## src/rtl/core/cdeb_pkg.sv

```systemverilog
// ----------------------------------------------------------------------------
// cdeb_pkg
// Types and codes shared by the directory entry controller, datapath and top.
// ----------------------------------------------------------------------------
package cdeb_pkg;

   // Operation codes carried in the request beat.
   localparam logic [1:0] OP_ADD    = 2'd0;
   localparam logic [1:0] OP_REMOVE = 2'd1;
   localparam logic [1:0] OP_OWNER  = 2'd2;
   localparam logic [1:0] OP_LIST   = 2'd3;

   // Status codes returned in each response beat.
   localparam logic [2:0] ST_OK           = 3'd0;
   localparam logic [2:0] ST_ADD_EXISTING = 3'd1;
   localparam logic [2:0] ST_REMOVE_ABSENT = 3'd2;
   localparam logic [2:0] ST_REPLY_NO_BC  = 3'd3;
   localparam logic [2:0] ST_OWNER_NOT_SH = 3'd4;
   localparam logic [2:0] ST_BITS_LEFT    = 3'd5;

   // Register indexes of the CSR write channel.
   localparam int unsigned CSR_IDX_W = 2;
   localparam logic [CSR_IDX_W-1:0] CSR_TOTAL_TILES    = 2'd0;
   localparam logic [CSR_IDX_W-1:0] CSR_MAX_HW_SHARERS = 2'd1;

   // Reset values of the configuration registers.
   localparam logic [6:0] TOTAL_TILES_RESET    = 7'd64;
   localparam logic [6:0] MAX_HW_SHARERS_RESET = 7'd4;

   typedef struct packed {
      logic [1:0] operation;
      logic [5:0] tile;
      logic       reply_due;
      logic       owner_valid;
   } req_type;

   typedef struct packed {
      logic [2:0] status;
      logic [6:0] sharer_count;
      logic       broadcast;
      logic [5:0] owner;
      logic       owner_present;
      logic [5:0] listed_tile;
      logic       sharer_valid;
      logic       last;
   } rsp_type;

   // Commands from the controller to the datapath.
   typedef struct packed {
      logic capture;     // latch the accepted request beat
      logic update;      // apply a non-list operation and load its response
      logic list_start;  // load the list working copy
      logic list_emit;   // emit one listed sharer into the response register
   } cmd_type;

   // Status from the datapath to the controller.
   typedef struct packed {
      logic is_list;     // latched request is a list request
      logic list_last;   // next emitted list beat is the final one
   } dp_stat_type;

endpackage

```

## src/rtl/core/cdeb_ctrl.sv

```systemverilog
// ----------------------------------------------------------------------------
// cdeb_ctrl
// Sequencing controller: accepts a request, runs it in the datapath and
// owns the response valid flag.
// ----------------------------------------------------------------------------
module cdeb_ctrl (
   input  logic                 clock,
   input  logic                 reset,
   input  logic                 req_valid,
   output logic                 req_ready,
   output logic                 rsp_valid,
   input  logic                 rsp_ready,
   output cdeb_pkg::cmd_type     cmd,
   input  cdeb_pkg::dp_stat_type stat
);
   import cdeb_pkg::*;

   localparam logic [1:0] S_IDLE = 2'd0;
   localparam logic [1:0] S_EXEC = 2'd1;
   localparam logic [1:0] S_LIST = 2'd2;

   logic [1:0] state_ff, state_in;
   logic       rsp_valid_ff, rsp_valid_in;
   logic       slot_free;
   logic       load;

   // The response register may be reloaded once it is empty or being taken.
   assign slot_free = !rsp_valid_ff || rsp_ready;
   assign req_ready = (state_ff == S_IDLE);
   assign rsp_valid = rsp_valid_ff;

   // Next state and command decode.
   always_comb begin
      state_in = state_ff;
      cmd      = '0;
      load     = 1'b0;
      case (state_ff)
         S_IDLE: begin
            if (req_valid) begin
               cmd.capture = 1'b1;
               state_in    = S_EXEC;
            end
         end
         S_EXEC: begin
            if (slot_free) begin
               if (stat.is_list) begin
                  cmd.list_start = 1'b1;
                  state_in       = S_LIST;
               end else begin
                  cmd.update = 1'b1;
                  load       = 1'b1;
                  state_in   = S_IDLE;
               end
            end
         end
         S_LIST: begin
            if (slot_free) begin
               cmd.list_emit = 1'b1;
               load          = 1'b1;
               if (stat.list_last) begin
                  state_in = S_IDLE;
               end
            end
         end
         default: begin
            state_in = S_IDLE;
         end
      endcase
   end

   // Response valid: set on a load, cleared when the beat is taken.
   always_comb begin
      rsp_valid_in = rsp_valid_ff;
      if (load) begin
         rsp_valid_in = 1'b1;
      end else if (rsp_ready) begin
         rsp_valid_in = 1'b0;
      end
   end

   always_ff @(posedge clock) begin
      if (reset) begin
         state_ff     <= S_IDLE;
         rsp_valid_ff <= 1'b0;
      end else begin
         state_ff     <= state_in;
         rsp_valid_ff <= rsp_valid_in;
      end
   end

endmodule

```

## src/rtl/core/cdeb_datapath.sv

```systemverilog
// ----------------------------------------------------------------------------
// cdeb_datapath
// Directory entry state, configuration registers, list walker and the
// response register.
// ----------------------------------------------------------------------------
module cdeb_datapath #(
   parameter int TILES = 64
) (
   input  logic                           clock,
   input  logic                           reset,
   input  cdeb_pkg::req_type               req_data,
   output cdeb_pkg::rsp_type               rsp_data,
   input  logic                           csr_valid,
   input  logic [cdeb_pkg::CSR_IDX_W-1:0] csr_index,
   input  logic [6:0]                     csr_data,
   input  cdeb_pkg::cmd_type               cmd,
   output cdeb_pkg::dp_stat_type           stat
);
   import cdeb_pkg::*;

   localparam int IDX_W = (TILES > 1) ? $clog2(TILES) : 1;

   // Configuration registers.
   logic [6:0] total_tiles_ff;
   logic [6:0] max_hw_sharers_ff;

   // Entry state; count_ff tracks the population of sharer_ff.
   logic [TILES-1:0] sharer_ff, sharer_in;
   logic [6:0]       count_ff, count_in;
   logic             bcast_ff, bcast_in;
   logic [6:0]       countdown_ff, countdown_in;
   logic [5:0]       owner_ff, owner_in;
   logic             owner_set_ff, owner_set_in;

   // Latched request, list walker and response payload.
   req_type          req_ff;
   logic [TILES-1:0] work_ff;
   logic [6:0]       list_cnt_ff;
   rsp_type          rsp_ff;

   logic             in_range;
   logic [IDX_W-1:0] tile_idx;
   logic             has_bit;
   logic [TILES-1:0] tile_mask;
   logic [6:0]       eff_total;
   logic [2:0]       status;
   logic [6:0]       dec_cd;
   logic [TILES-1:0] low_bit;
   logic [IDX_W-1:0] low_idx;

   // Configuration writes; indexes beyond the list are ignored.
   always_ff @(posedge clock) begin
      if (reset) begin
         total_tiles_ff    <= TOTAL_TILES_RESET;
         max_hw_sharers_ff <= MAX_HW_SHARERS_RESET;
      end else if (csr_valid) begin
         if (csr_index == CSR_TOTAL_TILES) begin
            total_tiles_ff <= csr_data;
         end else if (csr_index == CSR_MAX_HW_SHARERS) begin
            max_hw_sharers_ff <= csr_data;
         end
      end
   end

   // Total tiles clamped into the range one to TILES.
   always_comb begin
      if (total_tiles_ff == 7'd0) begin
         eff_total = 7'd1;
      end else if (total_tiles_ff > 7'(TILES)) begin
         eff_total = 7'(TILES);
      end else begin
         eff_total = total_tiles_ff;
      end
   end

   // Decode of the latched tile.
   assign in_range  = ({1'b0, req_ff.tile} < 7'(TILES));
   assign tile_idx  = req_ff.tile[IDX_W-1:0];
   assign has_bit   = in_range && sharer_ff[tile_idx];
   assign tile_mask = TILES'(1) << tile_idx;
   assign dec_cd    = countdown_ff - 7'd1;

   // Operation logic: a nonzero status leaves the state as it was.
   always_comb begin
      sharer_in    = sharer_ff;
      count_in     = count_ff;
      bcast_in     = bcast_ff;
      countdown_in = countdown_ff;
      owner_in     = owner_ff;
      owner_set_in = owner_set_ff;
      status       = ST_OK;
      case (req_ff.operation)
         OP_ADD: begin
            if (!bcast_ff && in_range) begin
               if (has_bit) begin
                  status = ST_ADD_EXISTING;
               end else if (count_ff >= max_hw_sharers_ff) begin
                  bcast_in     = 1'b1;
                  countdown_in = eff_total;
               end else begin
                  sharer_in = sharer_ff | tile_mask;
                  count_in  = count_ff + 7'd1;
               end
            end
         end
         OP_REMOVE: begin
            if (has_bit) begin
               sharer_in = sharer_ff & ~tile_mask;
               count_in  = count_ff - 7'd1;
            end else if (!bcast_ff) begin
               status = ST_REMOVE_ABSENT;
            end
            if (status == ST_OK && req_ff.reply_due) begin
               if (!bcast_ff) begin
                  status = ST_REPLY_NO_BC;
               end else begin
                  countdown_in = dec_cd;
                  if (dec_cd == 7'd0) begin
                     bcast_in = 1'b0;
                     if (count_in != 7'd0) begin
                        status = ST_BITS_LEFT;
                     end
                  end
               end
            end
            if (status != ST_OK) begin
               sharer_in    = sharer_ff;
               count_in     = count_ff;
               bcast_in     = bcast_ff;
               countdown_in = countdown_ff;
            end
         end
         OP_OWNER: begin
            if (req_ff.owner_valid) begin
               if (has_bit) begin
                  owner_in     = req_ff.tile;
                  owner_set_in = 1'b1;
               end else begin
                  status = ST_OWNER_NOT_SH;
               end
            end else begin
               owner_in     = 6'd0;
               owner_set_in = 1'b0;
            end
         end
         default: begin
            // A list request leaves the entry untouched.
         end
      endcase
   end

   // Lowest remaining sharer of the list working copy and its index.
   assign low_bit = work_ff & (~work_ff + TILES'(1));
   always_comb begin
      low_idx = '0;
      for (int j = 0; j < TILES; j++) begin
         if (low_bit[j]) begin
            low_idx = low_idx | IDX_W'(j);
         end
      end
   end

   // Entry state registers.
   always_ff @(posedge clock) begin
      if (reset) begin
         sharer_ff    <= '0;
         count_ff     <= 7'd0;
         bcast_ff     <= 1'b0;
         countdown_ff <= 7'd0;
         owner_ff     <= 6'd0;
         owner_set_ff <= 1'b0;
      end else if (cmd.update) begin
         sharer_ff    <= sharer_in;
         count_ff     <= count_in;
         bcast_ff     <= bcast_in;
         countdown_ff <= countdown_in;
         owner_ff     <= owner_in;
         owner_set_ff <= owner_set_in;
      end
   end

   // Request latch, list walker and response payload.
   always_ff @(posedge clock) begin
      if (cmd.capture) begin
         req_ff <= req_data;
      end
      if (cmd.list_start) begin
         work_ff     <= sharer_ff;
         list_cnt_ff <= count_ff;
      end
      if (cmd.update) begin
         rsp_ff.status        <= status;
         rsp_ff.sharer_count  <= bcast_in ? eff_total : count_in;
         rsp_ff.broadcast     <= bcast_in;
         rsp_ff.owner         <= owner_in;
         rsp_ff.owner_present <= owner_set_in;
         rsp_ff.listed_tile   <= 6'd0;
         rsp_ff.sharer_valid  <= 1'b0;
         rsp_ff.last          <= 1'b1;
      end else if (cmd.list_emit) begin
         rsp_ff.status        <= ST_OK;
         rsp_ff.sharer_count  <= bcast_ff ? eff_total : count_ff;
         rsp_ff.broadcast     <= bcast_ff;
         rsp_ff.owner         <= owner_ff;
         rsp_ff.owner_present <= owner_set_ff;
         if (list_cnt_ff == 7'd0) begin
            rsp_ff.listed_tile  <= 6'd0;
            rsp_ff.sharer_valid <= 1'b0;
            rsp_ff.last         <= 1'b1;
         end else begin
            rsp_ff.listed_tile  <= 6'(low_idx);
            rsp_ff.sharer_valid <= 1'b1;
            rsp_ff.last         <= (list_cnt_ff == 7'd1);
            work_ff             <= work_ff & ~low_bit;
            list_cnt_ff         <= list_cnt_ff - 7'd1;
         end
      end
   end

   assign rsp_data       = rsp_ff;
   assign stat.is_list   = (req_ff.operation == OP_LIST);
   assign stat.list_last = (list_cnt_ff <= 7'd1);

endmodule

```

## src/rtl/core/coherence_directory_entry_broadcast.sv

```systemverilog
// An accepted request beat is latched; an update then applies its operation
// and loads its response. A list request loads the list working copy, then
// emits one sharer beat per cycle while the response register is free, set
// by the list walker that clears the lowest sharer on each beat. Response
// back-pressure stalls both; a new request is taken only when idle.
// Reset: synchronous; clears the entry and loads the configuration defaults.
// ----------------------------------------------------------------------------
// coherence_directory_entry_broadcast
// One limited directory entry with broadcast fallback, built as a sequencing
// controller and a datapath.
// ----------------------------------------------------------------------------
module coherence_directory_entry_broadcast #(
   parameter int TILES = 64
) (
   input  logic                           clock,
   input  logic                           reset,
   input  logic                           req_valid,
   output logic                           req_ready,
   input  cdeb_pkg::req_type               req_data,
   output logic                           rsp_valid,
   input  logic                           rsp_ready,
   output cdeb_pkg::rsp_type               rsp_data,
   input  logic                           csr_valid,
   output logic                           csr_ready,
   input  logic [cdeb_pkg::CSR_IDX_W-1:0] csr_index,
   input  logic [6:0]                     csr_data
);
   import cdeb_pkg::*;

   cmd_type     cmd;
   dp_stat_type stat;

   // Configuration writes are always taken.
   assign csr_ready = 1'b1;

   cdeb_ctrl u_ctrl (
      .clock     (clock),
      .reset     (reset),
      .req_valid (req_valid),
      .req_ready (req_ready),
      .rsp_valid (rsp_valid),
      .rsp_ready (rsp_ready),
      .cmd       (cmd),
      .stat      (stat)
   );

   cdeb_datapath #(
      .TILES (TILES)
   ) u_datapath (
      .clock     (clock),
      .reset     (reset),
      .req_data  (req_data),
      .rsp_data  (rsp_data),
      .csr_valid (csr_valid),
      .csr_index (csr_index),
      .csr_data  (csr_data),
      .cmd       (cmd),
      .stat      (stat)
   );

endmodule
```

## config.mk

```make
export PLATFORM = sky130hd
export DESIGN_NAME = coherence_directory_entry_broadcast
export DESIGN_NICKNAME = d
export VERILOG_FILES = /design/src/rtl/core/cdeb_pkg.sv /design/src/rtl/core/cdeb_ctrl.sv /design/src/rtl/core/cdeb_datapath.sv /design/src/rtl/core/coherence_directory_entry_broadcast.sv
export SDC_FILE = /design/constraint.sdc
export NUM_CORES = 1
export LEC_CHECK = 0
export CAP_MARGIN = 25
export CORE_ASPECT_RATIO = 2
export CORE_MARGIN = 8
export CORE_UTILIZATION = 27
export CTS_CLUSTER_DIAMETER = 120
export DETAILED_ROUTE_END_ITERATION = 10
export DONT_BUFFER_PORTS = 1
export PLACE_DENSITY_LB_ADDON = 0.1
export SLEW_MARGIN = 20
export SYNTH_ARGS = -nofsm -noshare
export SYNTH_HDL_FRONTEND = slang
export SYNTH_SLANG_ARGS = --single-unit
```

## constraint.sdc

```tcl
create_clock -name clock -period 3 [get_ports clock]
set_input_delay 0.15 -clock clock [delete_from_list [all_inputs] [get_ports clock]]
set_output_delay 0.15 -clock clock [all_outputs]
set_load 0.005 [all_outputs]
```

## Yosys cells after proc, flatten, opt, wreduce, memory -nomap -nowiden

Index checks and enable logic that the tools add are counted.

| cells by class | value |
|---|---|
| add/subtract/negate cells | 5 |
| order comparisons | 4 |
| equality and inequality tests | 20 |
| shift-type cells | 1 |
| muxes and demuxes | 258 |
| bitwise operators | 7 |
| reductions and logical operators | 24 |

Operator list:

| kind | number |
|---|---|
| 64-bit two-way mux | 22 |
| 7-bit two-way mux | 59 |
| 6-bit two-way mux | 40 |
| 64-bit AND | 3 |
| 64-bit inverter | 3 |
| 64-bit one-hot mux with 2 select lines | 1 |
| 3-bit two-way mux | 31 |
| 5-bit two-way mux | 16 |
| 26-bit two-way mux | 3 |
| 64-bit by 1-bit adder with 64-bit output, second input constant | 1 |
| 64-bit OR | 1 |
| 1-bit by 6-bit << shifter with 64-bit output, first input constant | 1 |
| 1-bit two-way mux | 50 |
| 2-bit two-way mux | 18 |
| 4-bit two-way mux | 8 |
| 7-bit one-hot mux with 2 select lines | 2 |
| 8-bit two-way mux | 3 |
| 7-bit zero test | 3 |
| 7-bit by 1-bit subtractor with 7-bit output, second input constant | 3 |
| 3-bit by 2-bit inequality test with 1-bit output, second input constant | 4 |
| 3-bit inequality test, second input constant | 4 |
| 2-bit nonzero test | 6 |
| 3-bit one-hot mux with 3 select lines | 1 |
| 8-bit AND reduction | 1 |
| 24 further kinds | 35 |

| storage, ports and cells | value |
|---|---|
| flip-flop bits (word level) | 210 |
| bits of input ports | 24 |
| output and inout bits | 29 |
| word-level logic and storage cells | 343 |

## Longest topological paths before layout

| depth | value |
|---|---|
| depth in word-level cells | 72 |
| depth in mapped cells | 14 |

## Cells and area by module

Synthesis repeated with hierarchy kept, for this count alone.

| unflattened totals | value |
|---|---|
| cell total of the unflattened synthesis | 1267 |
| area total of the unflattened synthesis | 11234.5 um2 |

Modules (own cells, without submodules):

| module | instances | cells an instance | area each (um2) |
|---|---|---|---|
| cdeb_datapath | 1 | 1238 | 10976.8 |
| cdeb_ctrl | 1 | 27 | 246.5 |
| coherence_directory_entry_broadcast | 1 | 2 | 11.3 |

## Least setup slack after synthesis

OpenSTA, ideal clock, no wires.

| timing path | value |
|---|---|
| path type | flip-flop to flip-flop |
| start | reg u_datapath.count_ff[0] |
| end | reg with a tool-made name |
| setup time | 76 ps |
| data arrival time | 3197 ps |
| required time | 2924 ps |
| setup slack | -273 ps |
| cell stages (with the launch flop) | 15 |
| path buffers | 3 |
| period minus slack after synthesis | 3273 ps |
| cell sequence | dfxtp_1 > clkbuf_1 > inv_1 > ha_1 > nand2b_1 > a211oi_1 > o31a_1 > o21ai_0 > nor4_1 > and2_2 > o21ai_2 > or4_1 > buf_2 > buf_6 > o21ai_0 |

RTL lines:

| element | RTL line | source |
|---|---|---|
| start, declared | cdeb_datapath.sv:29 | `logic [6:0] count_ff, count_in;` |
| start signal, assigned | cdeb_datapath.sv:174 | `count_ff <= count_in;` |

## Worst setup path after layout

| timing path | value |
|---|---|
| start | reg u_datapath.req_ff, in the netlist u_datapath.tile_idx[1] |
| end | reg u_datapath.rsp_ff, in the netlist u_datapath.rsp_data[16] (data pin) |

| on the way | value |
|---|---|
| longest elaborated chain between the ends | 25 |
| elaborated cells between the ends (all ways) | 44 |
| those cells by class | 40 x mux; 4 x reduce/logical |

Ends and longest elaborated chain:

| element | RTL line | source |
|---|---|---|
| start, declared | cdeb_datapath.sv:36 | `req_type req_ff;` |
| start signal, assigned | cdeb_datapath.sv:185 | `req_ff <= req_data;` |
| 1-bit binary-select mux with 6-bit select (*) | cdeb_datapath.sv:79 | `assign has_bit = in_range && sharer_ff[tile_idx];` |
| 1-bit two-way mux (implied by the code) (*) | cdeb_datapath.sv:79 |  |
| 7-bit two-way mux | cdeb_datapath.sv:107 | `if (has_bit) begin` |
| 7-bit two-way mux | cdeb_datapath.sv:92 | `case (req_ff.operation)` |
| 7-bit nonzero test | cdeb_datapath.sv:120 | `if (count_in != 7'd0) begin` |
| 3-bit two-way mux | cdeb_datapath.sv:120 |  |
| 3-bit two-way mux | cdeb_datapath.sv:118 | `if (dec_cd == 7'd0) begin` |
| 3-bit two-way mux | cdeb_datapath.sv:114 | `if (!bcast_ff) begin` |
| [9 not listed] | -- |  |
| 3-bit two-way mux | cdeb_datapath.sv:113 | `if (status == ST_OK && req_ff.reply_due) begin` |
| 3-bit two-way mux | cdeb_datapath.sv:92 |  |
| 3-bit nonzero test | cdeb_datapath.sv:126 | `if (status != ST_OK) begin` |
| 7-bit two-way mux or 1-bit two-way mux (tied branches) | cdeb_datapath.sv:126 |  |
| 7-bit two-way mux or 1-bit two-way mux (tied branches) | cdeb_datapath.sv:92 |  |
| 7-bit one-hot mux with 2 select lines or 1-bit one-hot mux with 2 select lines (tied branches) | cdeb_datapath.sv:92 |  |
| 7-bit two-way mux (*) | cdeb_datapath.sv:193 | `rsp_ff.sharer_count <= bcast_in ? eff_total : count_in;` |
| 26-bit two-way mux (*) | cdeb_datapath.sv:191 | `if (cmd.update) begin` |
| end, declared | cdeb_datapath.sv:39 | `rsp_type rsp_ff;` |

Every way passes the cells marked *; elsewhere a longest branch is shown, timed or not. The select of a mux whose other input is x is not followed.
A chain may end at the register's enable or synchronous reset.

==> metrics.yaml <==
start_util_pct: 27.2
p_sw_share_pct: 30.0
final-setup-viol-count: 59
syn_area_um2: 11100
slew_violations: 0
async_flop_share_pct: 0
power_frac_seq_pct: 38.5
wl_per_cell_um: 21.1
worstPathArrival_ps: 3470
power_density_nw_per_um2: 555
cts_tree: "yes"
clock_latency_ps: 550
crit_top_cell: "mux2_4"
layout_common_cells: "buf_4 (189), dfxtp_1 (179), o21ai_0 (141)"
hold_path.class: "in2reg"
criticalPathCategory: "reg2reg"
finClkSkew_ps: 20.5
track_usage_pct: 16.8
ios: 53
fin_crit_sh_pct: 106
cap_violations: 0
p_int_uw: 5620
first_pass_iters: 5
synth-seq-cells: 210
avgSynthCellArea_um2: 8.65
synth_nets: 1319
tightest_slew_ps: 744
cts.path.max_buffers: 3
fin_crit_ps: 3180
numCtsBuffers: 24
max_stage_delay_ps: 550
switchingPower_uw: 2410
grt_pass1_vias: 9978
crit_buf_inv: 1
drtIter0Drc: 738
required_ps: 3290
syn2layout_area_growth_pct: 30.8
cts_root_buf: "clkbuf_16"
hold_violations: 0
grt_max_degree: 106
ys.flop_type: "dfxtp_1"
max-vdd-ir-drop_uv: 408
die_area_um2: 48100
htree_levels: 1
path_clk_slew_ps: 70
dieHeight_um: 302
routed_via_density: 5.26
ys_seq_area_share_pct: 40.5
core_region_area_um2: 40700
synth_cell_types: 90
final_common_cell: "buf_4"
fin_util_pct: 35.6
post-route-drc-count: 0
num_rows: 105
end_kind: "flip-flop"
grt_overflow: 0
grt_pass1_wl_um: 62700
final_antenna_net_count: 0
path_max_fanout: 13
synth-edff-count: 28
hold_slack_ps: 6.55
fin_nets: 1489
rsz0062_at_grt: "true"
totalNegativeSetupSlack_ps: -4090
fin_ws_ps: -184
portBuffers: 0
routed_wl_um: 42200
crit_slowest_cell: "mux4_1"
violations: "setup timing"
relSlewSlack_pct: 50.0
clockPowerShare_pct: 40.0
cp-start-kind: "flip-flop"
gp_congestion: 0.877
critical_path.cell_chain: "buf_12, mux4_1, mux2_4, o2bb2ai_2, a311o_1, or2_4, mux2_4, a21oi_4, nor4_1, or4_1"
vias: 10500
clock.fmax_ghz: 0.314
finalPower_uw: 8030
dieWidth_um: 159
crit_family: "multiplexers"
yosys_warnings: 0
place_hpwl_um: 30300
status: "complete, but fails checks"
combPwrFrac_pct: 21.5
cts.sinks: 210
p_leak_uw: 0.00567
layout-drive-gt1-share_pct: 23.8
antenna_found_initial: 0
netlist_instances: 1279
metrics by stage:
stage / cell area [µm²] / instances / worst slack [ps]
global route: 14500 / 2002 / -252
global placement: 12900 / 1928 / -285
floorplan: 11100 / 1279 / -220
finish: 14500 / 2003 / -184
detailed placement: 12900 / 1928 / -273
CTS: 14200 / 1997 / -166
power groups by stage:
stage / logic, µW / registers, µW / clock network (µW)
6_report: 1730 / 3090 / 3220
5_1_grt: 1880 / 3110 / 3420
4_1_cts: 1660 / 3090 / 3300
3_5_place_dp: 1520 / 3150 / 0
3_3_place_gp: 1510 / 3150 / 0
2_1_floorplan: 913 / 3100 / 0
Yosys cell counts (27+ instances only):
| cell | number | share of area (%) |
|---|---|---|
| a21oi_1 | 40 | 1.8 |
| a22o_1 | 69 | 5.5 |
| clkbuf_1 | 54 | 1.8 |
| dfxtp_1 | 182 | 33 |
| edfxtp_1 | 28 | 7.6 |
| inv_1 | 30 | 1.0 |
| mux2i_1 | 32 | 2.9 |
| nand2_1 | 100 | 3.4 |
| nand3_1 | 27 | 1.2 |
| nor2_1 | 78 | 2.6 |
| nor2b_1 | 90 | 5.1 |
| nor3_1 | 45 | 2.0 |
| o21ai_0 | 204 | 9.2 |
path summary, 6_finish.rpt:
| path | startpoint | to | slack (ps) | depth (start not counted) |
|---|---|---|---|---|
| hold reg to reg | u_datapath.rsp_data[1] | u_datapath.rsp_data[1] | 470 | 2 |
| hold / removal | reset | flip-flop | 7 | 3 |
| setup / recovery | u_datapath.tile_idx[1] | u_datapath.rsp_data[16] | -180 | 10 |
| setup reg to reg | u_datapath.tile_idx[1] | u_datapath.rsp_data[16] | -180 | 10 |
layer usage:
layer  track usage [%]  share of wire, %  vias to the layer above
li1                  -                 -                     5095
met1              23.1                47                     5077
met2              26.1                45                      302
met3              2.08               4.6                       64
met4              6.86               3.5                        0
met5                 0                 0                        -
logic make-up after synthesis:
| kind of cell | synth area share, % |
|---|---|
| and+or+nand+nor | 22.5 |
| AOI/OAI and AO/OA | 24.6 |
| buffers and inverters | 4.50 |
| adders and majority gates | 1.81 |
| xor gates and xnor gates | 0.237 |
| DFF | 40.5 |
| other | 0.0339 |
| muxes | 5.78 |
repair_timing:
item / 4_1_cts / 5_1_grt
resized for setup: 71 / 82
setup endpoints to repair: 86 / 95
hold buffers: 20 / 0
setup buffers: 5 / 5
hold endpoints to repair: 113 / 0
cloned: 0 / 1
pin swaps: 18 / 14
final cells by class:
class	count	area (µm²)
Fill cell	4262	26200
Multi-Input combinational cell	960	6480
Sequential cell	210	4490
Timing Repair Buffer	223	1870
Clock buffer	32	702
Tap cell	535	669
Clock inverter	12	156
Inverter	30	113
Antenna cell	1	2.50
worst min-delay path: cells and delay by family:
family,cells,cell delay [ps]
buffers and inverters,1,150
AO/OA/AOI/OAI,1,70
AND/OR/NAND/NOR,1,110
Note: power is estimated with default switching activity, not from simulation.
